--- config.mk ---
export PLATFORM = sky130hd
export DESIGN_NAME = button_debounce_long_press
export DESIGN_NICKNAME = d
export VERILOG_FILES = /design/src/rtl/bdlp_pkg.sv /design/src/rtl/button_debounce_long_press.sv
export SDC_FILE = /design/constraint.sdc
export NUM_CORES = 1
export LEC_CHECK = 0
export BUFFER_PORTS_ARGS = -buffer_cell sky130_fd_sc_hd__buf_2
export CORE_MARGIN = 4
export CORE_UTILIZATION = 45
export CTS_CLUSTER_DIAMETER = 150
export DETAILED_ROUTE_END_ITERATION = 10
export GPL_TIMING_DRIVEN = 0
export PLACE_DENSITY = 0.7
export SLEW_MARGIN = 5
export SYNTH_ARGS = -nofsm -noshare
export SYNTH_HDL_FRONTEND = slang
export SYNTH_SLANG_ARGS = --single-unit
--- constraint.sdc ---
create_clock -name clk -period 6.15 [get_ports clk]
set_input_delay 0.9225 -clock clk [delete_from_list [all_inputs] [get_ports clk]]
set_output_delay 0.9225 -clock clk [all_outputs]
set_load 0.01 [all_outputs]
--- src/rtl/bdlp_pkg.sv ---
// ----------------------------------------------------------------------------
// bdlp_pkg
// Types and constants shared by the button debouncer with long-press detection
// ----------------------------------------------------------------------------
package bdlp_pkg;

  // default width of the millisecond time base
  localparam int TIME_WIDTH_DEF = 32;

  // configuration port geometry
  localparam int CFG_INDEX_W = 3;
  localparam int CFG_DATA_W  = 16;

  // configuration register indexes
  typedef enum logic [CFG_INDEX_W-1:0] {
    CFG_DEBOUNCE_MS   = 3'd0,
    CFG_LONG_PRESS_MS = 3'd1,
    CFG_GAP_MS        = 3'd2,
    CFG_PRESS_LIMIT   = 3'd3,
    CFG_ACTIVE_LEVEL  = 3'd4
  } cfg_index_t;

  // configuration reset values
  localparam logic [15:0] DEBOUNCE_MS_RST   = 16'd50;
  localparam logic [15:0] LONG_PRESS_MS_RST = 16'd1000;
  localparam logic [15:0] GAP_MS_RST        = 16'd500;
  localparam logic [6:0]  PRESS_LIMIT_RST   = 7'd3;
  localparam logic        ACTIVE_LEVEL_RST  = 1'b0;

  // confirmed button state
  typedef enum logic [1:0] {
    ST_RELEASED = 2'd0,
    ST_PRESSED  = 2'd1,
    ST_LONG     = 2'd2
  } btn_state_t;

  // reported event codes
  typedef enum logic [2:0] {
    EV_NONE       = 3'd0,
    EV_PRESS      = 3'd1,
    EV_LONG       = 3'd2,
    EV_RELEASE    = 3'd3,
    EV_RELEASE_LP = 3'd4
  } evt_code_t;

  // one pin sample
  typedef struct packed {
    logic        pin_level;
    logic [31:0] now_ms;
    logic        learn_mode;
  } in_item_t;

  // one result
  typedef struct packed {
    evt_code_t  event_res;
    logic [6:0] press_count;
    btn_state_t stable_state;
  } out_item_t;

endpackage

--- src/rtl/button_debounce_long_press.sv ---
// ----------------------------------------------------------------------------
// button_debounce_long_press
// Button debouncer with long-press detection and press/release event reports
// ----------------------------------------------------------------------------
// Usage:
//   in_*  : one pin sample per transaction (pin level, millisecond timestamp,
//           learn mode flag). Accepted when in_valid is high and in_stall low.
//   out_* : exactly one result per sample (event code, press count, confirmed
//           state), taken when out_valid is high and out_stall low.
//   cfg_* : register writes (debounce, long press, gap, press limit, active
//           level), to be done by the user only while idle; the block does not enforce it.
// Timing:
//   a sample lands in the input register, is evaluated against the debounce
//   state while it is held there and is written to the result register on
//   out_* once that register is free. One sample per cycle is sustained
//   while out_stall is low; the state update is a single subtract and compare
//   on the time base, so nothing limits the rate but the receiver.
// Stall:
//   when out_stall holds a result, the input register keeps its sample and
//   in_stall rises only once that register is occupied.
// Reset:
//   rst_n (synchronous, active low) empties both registers, restores the
//   register defaults and returns the button to released with a zero count.
// ----------------------------------------------------------------------------
module button_debounce_long_press
  import bdlp_pkg::*;
#(
  parameter int TIME_WIDTH = TIME_WIDTH_DEF
) (
  input  logic                   clk,
  input  logic                   rst_n,
  // sample channel
  input  logic                   in_valid,
  output logic                   in_stall,
  input  in_item_t               in_data,
  // result channel
  output logic                   out_valid,
  input  logic                   out_stall,
  output out_item_t              out_data,
  // configuration
  input  logic                   cfg_we,
  input  logic [CFG_INDEX_W-1:0] cfg_index,
  input  logic [CFG_DATA_W-1:0]  cfg_wdata
);

  // configuration registers
  logic [15:0] debounce_ms_r;
  logic [15:0] long_press_ms_r;
  logic [15:0] gap_ms_r;
  logic [6:0]  press_limit_r;
  logic        active_level_r;

  // pipeline registers
  logic      in_valid_r;
  in_item_t  in_data_r;
  logic      out_valid_r;
  out_item_t out_data_r;

  // button state
  logic                  pending_r, pending_nxt;
  btn_state_t            conf_r, conf_nxt;
  btn_state_t            rep_r, rep_nxt;
  logic [7:0]            tcount_r, tcount_nxt;
  logic [TIME_WIDTH-1:0] evt_time_r, evt_time_nxt;

  // evaluation signals
  logic                  out_free;
  logic                  advance;
  logic                  pressed;
  btn_state_t            sample_st;
  logic [TIME_WIDTH-1:0] now_t;
  logic [TIME_WIDTH-1:0] diff;
  logic                  deb_wait;
  logic                  lp_done;
  logic                  gap_done;
  logic [7:0]            tc_scan;
  btn_state_t            conf_scan;
  out_item_t             res;

  // handshake
  assign out_free  = !out_valid_r || !out_stall;
  assign advance   = in_valid_r && out_free;
  assign in_stall  = in_valid_r && !out_free;
  assign out_valid = out_valid_r;
  assign out_data  = out_data_r;

  // configuration writes
  always_ff @(posedge clk) begin
    if (!rst_n) begin
      debounce_ms_r   <= DEBOUNCE_MS_RST;
      long_press_ms_r <= LONG_PRESS_MS_RST;
      gap_ms_r        <= GAP_MS_RST;
      press_limit_r   <= PRESS_LIMIT_RST;
      active_level_r  <= ACTIVE_LEVEL_RST;
    end else if (cfg_we) begin
      case (cfg_index)
        CFG_DEBOUNCE_MS:   debounce_ms_r   <= cfg_wdata;
        CFG_LONG_PRESS_MS: long_press_ms_r <= cfg_wdata;
        CFG_GAP_MS:        gap_ms_r        <= cfg_wdata;
        CFG_PRESS_LIMIT:   press_limit_r   <= cfg_wdata[6:0];
        CFG_ACTIVE_LEVEL:  active_level_r  <= cfg_wdata[0];
        default: ;
      endcase
    end
  end

  // time differences and thresholds
  assign pressed   = (in_data_r.pin_level == active_level_r);
  assign sample_st = pressed ? ST_PRESSED : ST_RELEASED;
  assign now_t     = TIME_WIDTH'(in_data_r.now_ms);
  assign diff      = now_t - evt_time_r;
  assign deb_wait  = pending_r && (diff < TIME_WIDTH'(debounce_ms_r));
  assign lp_done   = (diff >= TIME_WIDTH'(long_press_ms_r));
  assign gap_done  = (diff >= TIME_WIDTH'(gap_ms_r));

  // debounce scan and event reporting for one sample
  always_comb begin
    pending_nxt  = pending_r;
    evt_time_nxt = evt_time_r;
    conf_scan    = conf_r;
    tc_scan      = tcount_r;
    tcount_nxt   = tcount_r;
    rep_nxt      = rep_r;
    res          = '{event_res: EV_NONE, press_count: 7'd0, stable_state: ST_RELEASED};

    // scan: qualify the sample against the confirmed state
    if (deb_wait) begin
      // still inside the debounce wait
    end else if (pressed && conf_r == ST_LONG) begin
      // held long press
    end else if (sample_st == conf_r) begin
      if (pending_r) begin
        pending_nxt = 1'b0;
      end else if (pressed && lp_done) begin
        conf_scan = ST_LONG;
      end else if (!pressed && gap_done) begin
        tc_scan = 8'd0;
      end
    end else if (!pending_r) begin
      evt_time_nxt = now_t;
      pending_nxt  = 1'b1;
    end else begin
      pending_nxt = 1'b0;
      conf_scan   = sample_st;
      tc_scan     = tcount_r + 8'd1;
    end

    // report: one event per change of the confirmed state, none in learn mode
    tcount_nxt = tc_scan;
    if (conf_scan != rep_r && !in_data_r.learn_mode) begin
      case (conf_scan)
        ST_LONG:    res.event_res = EV_LONG;
        ST_PRESSED: res.event_res = EV_PRESS;
        default: begin
          if (rep_r == ST_LONG) begin
            tcount_nxt    = 8'd0;
            res.event_res = EV_RELEASE_LP;
          end else begin
            if (rep_r == ST_PRESSED && tc_scan > {press_limit_r, 1'b0}) begin
              tcount_nxt = 8'd2;
            end
            res.event_res = EV_RELEASE;
          end
          res.press_count = tcount_nxt[7:1];
        end
      endcase
      rep_nxt = conf_scan;
    end

    conf_nxt         = conf_scan;
    res.stable_state = conf_scan;
  end

  // input register
  always_ff @(posedge clk) begin
    if (!rst_n) begin
      in_valid_r <= 1'b0;
    end else if (!in_stall) begin
      in_valid_r <= in_valid;
    end
  end

  always_ff @(posedge clk) begin
    if (in_valid && !in_stall) begin
      in_data_r <= in_data;
    end
  end

  // result register
  always_ff @(posedge clk) begin
    if (!rst_n) begin
      out_valid_r <= 1'b0;
    end else if (out_free) begin
      out_valid_r <= advance;
    end
  end

  always_ff @(posedge clk) begin
    if (advance) begin
      out_data_r <= res;
    end
  end

  // button state update
  always_ff @(posedge clk) begin
    if (!rst_n) begin
      pending_r  <= 1'b0;
      conf_r     <= ST_RELEASED;
      rep_r      <= ST_RELEASED;
      tcount_r   <= 8'd0;
      evt_time_r <= '0;
    end else if (advance) begin
      pending_r  <= pending_nxt;
      conf_r     <= conf_nxt;
      rep_r      <= rep_nxt;
      tcount_r   <= tcount_nxt;
      evt_time_r <= evt_time_nxt;
    end
  end

`ifndef SYNTHESIS
  // input side only stalls while a result is held back
  a_stall_cause: assert property (@(posedge clk) disable iff (!rst_n)
    in_stall |-> (in_valid_r && out_valid_r && out_stall))
    else $error("in_stall without a held result");

  // a press event reports the pressed state
  a_press_state: assert property (@(posedge clk) disable iff (!rst_n)
    (out_valid_r && out_data_r.event_res == EV_PRESS) |->
      (out_data_r.stable_state == ST_PRESSED))
    else $error("press event with wrong stable state");

  // a count is reported only with a release
  a_count_release: assert property (@(posedge clk) disable iff (!rst_n)
    (out_valid_r && out_data_r.press_count != 7'd0) |->
      (out_data_r.event_res == EV_RELEASE || out_data_r.event_res == EV_RELEASE_LP))
    else $error("press count outside a release event");

  // long press is reached only from a confirmed press
  a_long_from_press: assert property (@(posedge clk) disable iff (!rst_n)
    ($past(rst_n) && conf_r == ST_LONG && $past(conf_r) != ST_LONG) |->
      ($past(conf_r) == ST_PRESSED))
    else $error("long press entered from release");

  // state only moves when a sample is evaluated
  a_state_hold: assert property (@(posedge clk) disable iff (!rst_n)
    (!advance) |=> ($stable(conf_r) && $stable(tcount_r) && $stable(pending_r)))
    else $error("button state changed without a sample");
`endif

endmodule
==> results of run 1 <==
[worst max-delay path, delay by kind of cell (launching register included)]
kind / cells / cell delay, ns
simple gates: 14 / 2.59
flops: 1 / 0.42
buf+inv: 1 / 0.17
fa+ha+maj: 3 / 0.99
mux: 1 / 0.22
compound gates: 9 / 1.82
xor+xnor: 1 / 0.15
[metal layers]
| metal | routed length (um) | vias up | track usage (%) |
|---|---|---|---|
| met3 | 1030 | 37 | 3.83 |
| met4 | 464 | 0 | 5.57 |
| met2 | 11000 | 203 | 33.0 |
| met5 | 0 | - | 0 |
| met1 | 10600 | 3672 | 25.3 |
| li1 | - | 3919 | - |
[worst max-delay path by stage]
stage                   start     endpoint  slack (ns)  depth (start not counted)
floorplan            now_t[6]  tcount_r[3]       0.005                         29
global placement     now_t[3]  tcount_r[2]       -1.12                         29
detailed placement   now_t[0]  tcount_r[4]       -1.20                         31
CTS                  now_t[0]  tcount_r[3]       -0.26                         32
global route         now_t[0]  tcount_r[5]       -0.57                         32
finish              now_t[10]  tcount_r[6]       -0.31                         29
[layout make-up]
class                           instances  area share (%)
Sequential cell                       149            30.0
Clock buffer                           19            4.05
Tap cell                              270            2.95
Buffer                                 37            1.89
Clock inverter                         13            1.03
Timing Repair Buffer                  112            6.05
Multi-Input combinational cell        738            50.6
Inverter                              104            3.41
[layout by cell type (no fill, tap or decap), types with 16 or more instances in the layout]
| cell | count |
|---|---|
| nor2_1 | 22 |
| ha_1 | 75 |
| clkbuf_1 | 22 |
| edfxtp_1 | 46 |
| xnor2_1 | 16 |
| a21o_1 | 25 |
| o21ai_0 | 27 |
| mux2i_1 | 35 |
| nor2b_1 | 46 |
| buf_2 | 74 |
| inv_1 | 102 |
| dfxtp_1 | 102 |
| a21boi_0 | 41 |
| a21oi_1 | 47 |
| buf_4 | 44 |
| clkbuf_16 | 18 |
| o211ai_1 | 20 |
| nand2_1 | 138 |
[kinds of logic (layout without fill, tap and decap cells)]
family | count (synthesis) | count (layout)
xor gates and xnor gates | 29 | 29
AOI/OAI and AO/OA | 262 | 262
adders and majority gates | 89 | 89
and+or+nand+nor | 318 | 318
DFF | 149 | 149
buffers and inverters | 144 | 285
muxes | 40 | 40
[flip-flops by register name, indices dropped and copies added (netlist names), 2 cells and up]
signal and cells:
long_press_ms_r 16, tcount_r 8, out_data 12, evt_time_r 32
debounce_ms_r 16, now_t 32, in_data_r 2, rep_r 2
gap_ms_r 16, conf_r 2, press_limit_r 7
[per-stage QoR]
step | utilization, % | setup TNS, ns | total power [mW] | hold slack (ns) | setup WS (ns)
finish | 56.3 | -4.27 | 2.75 | 0.466 | -0.307
global route | 56.3 | -8.18 | 2.88 | 0.481 | -0.575
CTS | 54.6 | -2.48 | 2.72 | 0.467 | -0.256
detailed placement | 49.7 | -16.05 | 1.64 | 0.458 | -1.20
global placement | 49.5 | -14.84 | 1.62 | 0.453 | -1.12
floorplan | - | 0 | 1.49 | 0.441 | 0.00501
[timing repair]
| item | CTS | global route |
|---|---|---|
| gates resized for setup | 48 | 45 |
| pin swaps | 33 | 37 |
| gates cloned | 0 | 0 |
| setup buffers | 23 | 18 |
| endpoints found under the setup margin | 15 | 15 |
[power breakdown]
part	internal, mW	leakage, nW	total (mW)	switching [mW]
combinational	0.276	2.91	0.640	0.363
clock	0.596	0.294	1.03	0.439
sequential	1.05	1.28	1.07	0.0214
total	1.93	4.48	2.75	0.824
==> impl_metrics.tcl, run 1 <==
set metrics [dict create \
    holdPathEnd "gap_ms_r[13]" \
    drt_iter0_drc 557 \
    rrSetupSlack_ns -0.31 \
    stdcell_count 1442 \
    diodes 0 \
    synthTopCellsByArea "dfxtp_1 (22%), edfxtp_1 (15%), ha_1 (12%)" \
    drtPass1Iterations 5 \
    cap_viol_max_count 0 \
    synthMuxAreaShare_pct 4.30 \
    drt.antenna.violating_nets 0 \
    r2r.worst_path.cells 29 \
    drc_errors 0 \
    wirelength_mm 23.2 \
    core-area_sq_mm 0.0204 \
    fillers 1782 \
    synth.most_common_cell "nand2_1" \
    die-area_sq_mm 0.0232 \
    clk_latency_ns 0.43 \
    fin_nets 1306 \
    clock-sinks 149 \
    worstHoldPathCells 2 \
    syn_inst 1031 \
    synth_top_family_by_area "compound AO/OA/AOI/OAI gates" \
    initial_core_util_pct 46.0 \
    synth_seq_area_share_pct 36.8 \
    relSlewSlack_pct 55.8 \
    io_pins 72 \
    worstHoldPathType "reg2reg" \
    async_reset_ff_share_pct 0 \
    cts_buffers 17 \
    placed_cell_area_sq_mm 0.0101 \
    powerDensity_mw_per_mm2 240 \
    htree_levels 4 \
    syn-num-nets 1178 \
    register_area_sq_mm 0.00344 \
    violations "setup timing" \
    r2r_end "tcount_r[6]" \
    end_kind "flip-flop" \
    cts_root_buf "clkbuf_16" \
    cpPeakStageDelay_ns 0.49 \
    worst_path_max_delay_cell "or4b_4" \
    first_global_vias 7556 \
    multiInputGateArea_sq_mm 0.00580 \
    avgSynthCellArea_sq_um 9.09 \
    grt_remaining_overflow 0 \
    synth-seq-cells 149 \
    crit_path_max_fanout 7 \
    status "finished, violations left" \
    fp-row-count 52 \
    ys_types 86 \
    grt_antenna_before_repair 0 \
    yosysTopAreaCellShare_pct 22.0 \
    cp_data_required_time_ns 6.47 \
    synth-xor-area-share_pct 2.71 \
    r2r_start "now_t[10]" \
    drive_above_1_share_pct 21.2 \
    worst_pin_slew_ns 0.664 \
    synth_common_cells "nand2_1 (140), dfxtp_1 (103), inv_1 (103)" \
    synthAdderAreaFrac_pct 12.0 \
    min-delay-start "gap_ms_r[13]" \
    criticalPathCategory "reg2reg" \
    post-route-period-util_pct 105 \
    maxSlewViolCount 0 \
    clk_transition_reported_paths_ns 0.07 \
    grt_pass1_wl_mm 37.4 \
    vdd.ir_drop.worst_mv 0.194 \
    yosys.area_share.simple_pct 17.3 \
    ys_warn_count 0 \
    dp.cells 1372 \
    cts_tree "done" \
    grt_max_degree 24 \
    routedWlPerCell_um 16.1 \
    critPathLaunchType "flip-flop" \
    die_x_um 152 \
    synth-edff-count 46 \
    synth_top_area_cell "dfxtp_1" \
    dp_hpwl_mm 17.0 \
    fin_worst_skew_ns 0.0104 \
    arrival_ns 6.78 \
    design_area_sq_mm 0.0115 \
    routabilityCongestion 0.864 \
    fmax_mhz 155 \
    vias_per_cell 5.43 \
    p_leak_nw 4.48 \
    hold_viol 0 \
    rsz0062_at_grt "yes" \
    synth_compound_area_share_pct 20.4 \
    synth_area_sq_mm 0.00937 \
    portBuffers 70 \
    cts-hold-fix-buffers 0 \
    clock_path_buffers 2 \
    ys.flop_type "dfxtp_1" \
    cp_common_cell "o21ai_1" \
    period_needed_ns 6.46 \
    track_usage_pct 19.4 \
    final-setup-viol-count 15 \
    area_growth_pct 22.4 \
    die_y_um 152 \
    setup_ws_ns -0.307 \
    vias 7831 \
]
(Power assumes the default switching activity.)
==> inputs of run 2 (changes only) <==
--- a/config.mk
+++ b/config.mk
@@ -11,7 +11,8 @@
 export CTS_CLUSTER_DIAMETER = 150
 export DETAILED_ROUTE_END_ITERATION = 10
 export GPL_TIMING_DRIVEN = 0
-export PLACE_DENSITY = 0.7
+export PLACE_DENSITY = 0.76
+export RECOVER_POWER = 100
 export SLEW_MARGIN = 5
 export SYNTH_ARGS = -nofsm -noshare
 export SYNTH_HDL_FRONTEND = slang
==> impl_metrics.tcl, run 2 (synthesis gave the netlist of run 1 again) <==
set metrics [dict create \
    clock_path_buffers 2 \
    powerDensity_mw_per_mm2 241 \
    internal_power_mw 1.94 \
    r2r_start "now_t[0]" \
    setup_ws_ns -0.357 \
    area_growth_pct 21.4 \
    placed_cell_area_sq_mm 0.0101 \
    initial_core_util_pct 46.0 \
    fp-row-count 52 \
    cap_viol_max_count 1 \
    fin_nets 1301 \
    fmax_mhz 154 \
    design_area_sq_mm 0.0114 \
    comb_power_share_pct 22.9 \
    maxSlewViolCount 23 \
    htree_levels 4 \
    cts_buffers 17 \
    arrival_ns 6.79 \
    portBuffers 70 \
    grt_pass1_wl_mm 37.6 \
    cpPeakStageDelay_ns 0.43 \
    r2r.worst_path.cells 35 \
    die_x_um 152 \
    wirelength_mm 23.6 \
    mostFrequentLayoutCells "nand2_1 (136), inv_1 (102), dfxtp_1 (102), ha_1 (77), buf_2 (59)" \
    hold_viol 0 \
    cp_data_required_time_ns 6.43 \
    die-area_sq_mm 0.0232 \
    worstHoldPathCells 2 \
    drtPass1Iterations 5 \
    rsz0062_at_grt "yes" \
    drc_errors 0 \
    violations "capacitance limit, slew limit, setup timing" \
    vias_per_cell 5.51 \
    final_common_cell "nand2_1" \
    dp.cells 1372 \
    track_usage_pct 19.8 \
    final-setup-viol-count 15 \
    dp_hpwl_mm 17.1 \
    drive_above_1_share_pct 19.4 \
    routabilityCongestion 0.860 \
    relSlewSlack_pct -1.40 \
    core-area_sq_mm 0.0204 \
    grt_antenna_before_repair 0 \
    clk_latency_ns 0.43 \
    die_y_um 152 \
    p_clk_share_pct 38.0 \
    cts_tree "done" \
    drt_iter0_drc 564 \
    first_global_vias 7544 \
    crit_path_max_fanout 6 \
    worstHoldPathType "reg2reg" \
    r2r_end "out_data[8]" \
    drt.antenna.violating_nets 0 \
    cts_root_buf "clkbuf_16" \
    p_leak_nw 4.38 \
    grt_max_degree 23 \
    grt_remaining_overflow 0 \
    stdcell_count 1437 \
    worst_path_max_delay_cell "edfxtp_1" \
    diodes 0 \
    vias 7918 \
    power.switching_uw 810 \
    cp_common_cell "buf_4" \
    endpoint "out_data[8]" \
    vdd.ir_drop.worst_mv 0.167 \
    fin_worst_skew_ns 0.0142 \
    rrSetupSlack_ns -0.36 \
    criticalPathCategory "reg2reg" \
    io_pins 72 \
    post-route-period-util_pct 106 \
    end_kind "flip-flop" \
    critPathLaunch "now_t[0]" \
    worst_pin_slew_ns 1.52 \
    clock-sinks 149 \
    critPathLaunchType "flip-flop" \
    pwr-share-seq_pct 39.2 \
    clk_transition_reported_paths_ns 0.07 \
    routedWlPerCell_um 16.4 \
    status "finished, violations left" \
    swShare_pct 29.5 \
    period_needed_ns 6.51 \
]
run 2: layout make-up:
type                       count  area, sq um
fill                        1736         8990
multi-input combinational    738         5790
sequential                   149         3440
timing repair buffer         107          608
clock buffer                  22          497
inverter                     104          390
tap                          270          338
buffer                        37          214
clock inverter                10         92.6
run 2: worst min-delay path by stage:
stage / startpoint / slack, ns / endpoint
after global routing: debounce_ms_r[3] / 0.49 / debounce_ms_r[3]
after global placement: gap_ms_r[10] / 0.45 / gap_ms_r[10]
after detailed placement: gap_ms_r[11] / 0.46 / gap_ms_r[11]
after floorplan: debounce_ms_r[0] / 0.44 / debounce_ms_r[0]
after CTS: gap_ms_r[11] / 0.47 / gap_ms_r[11]
final: press_limit_r[2] / 0.46 / press_limit_r[2]
run 2: stage by stage:
stage          setup WS (ns)  power, mW  hold slack (ns)  TNS, ns  util (%)
6_report              -0.357       2.75            0.464    -5.04      55.8
5_1_grt               -0.588       2.87            0.489    -8.23      55.8
4_1_cts               -0.231       2.73            0.466    -2.99      55.0
3_5_place_dp           -1.10       1.64            0.458   -14.45      49.7
3_3_place_gp          -0.993       1.62            0.452   -12.84      49.5
2_1_floorplan        0.00501       1.49            0.441        0         -
run 2: repair_timing:
action,in CTS,in global routing
endpoints found under the setup margin,15,15
pin swaps,41,37
gates resized for setup,60,30
setup buffers,26,11
hold buffers,0,0
run 2: power by group through the flow:
stage	clock [mW]	combinational (mW)	sequential [mW]
floorplan	0	0.395	1.09
global placement	0	0.524	1.09
detailed placement	0	0.542	1.10
CTS	1.06	0.600	1.07
global route	1.10	0.691	1.08
finish	1.04	0.628	1.08
run 2: layer usage:
metal	wire (um)	global-route usage, %	vias up	part of all wire, %
li1	-	-	3914	-
met1	10200	24.7	3674	43
met2	11300	33.2	266	48
met3	1220	3.72	64	5.2
met4	919	9.25	0	3.9
met5	0	0	-	0
run 2: worst max-delay path, delay by kind of cell (launching register included):
| family | cells | cell delay (ns) |
|---|---|---|
| fa+ha+maj | 4 | 1.12 |
| xor+xnor | 1 | 0.17 |
| simple gates | 13 | 2.09 |
| buf+inv | 10 | 1.27 |
| flops | 1 | 0.43 |
| mux | 1 | 0.22 |
| compound gates | 6 | 1.05 |
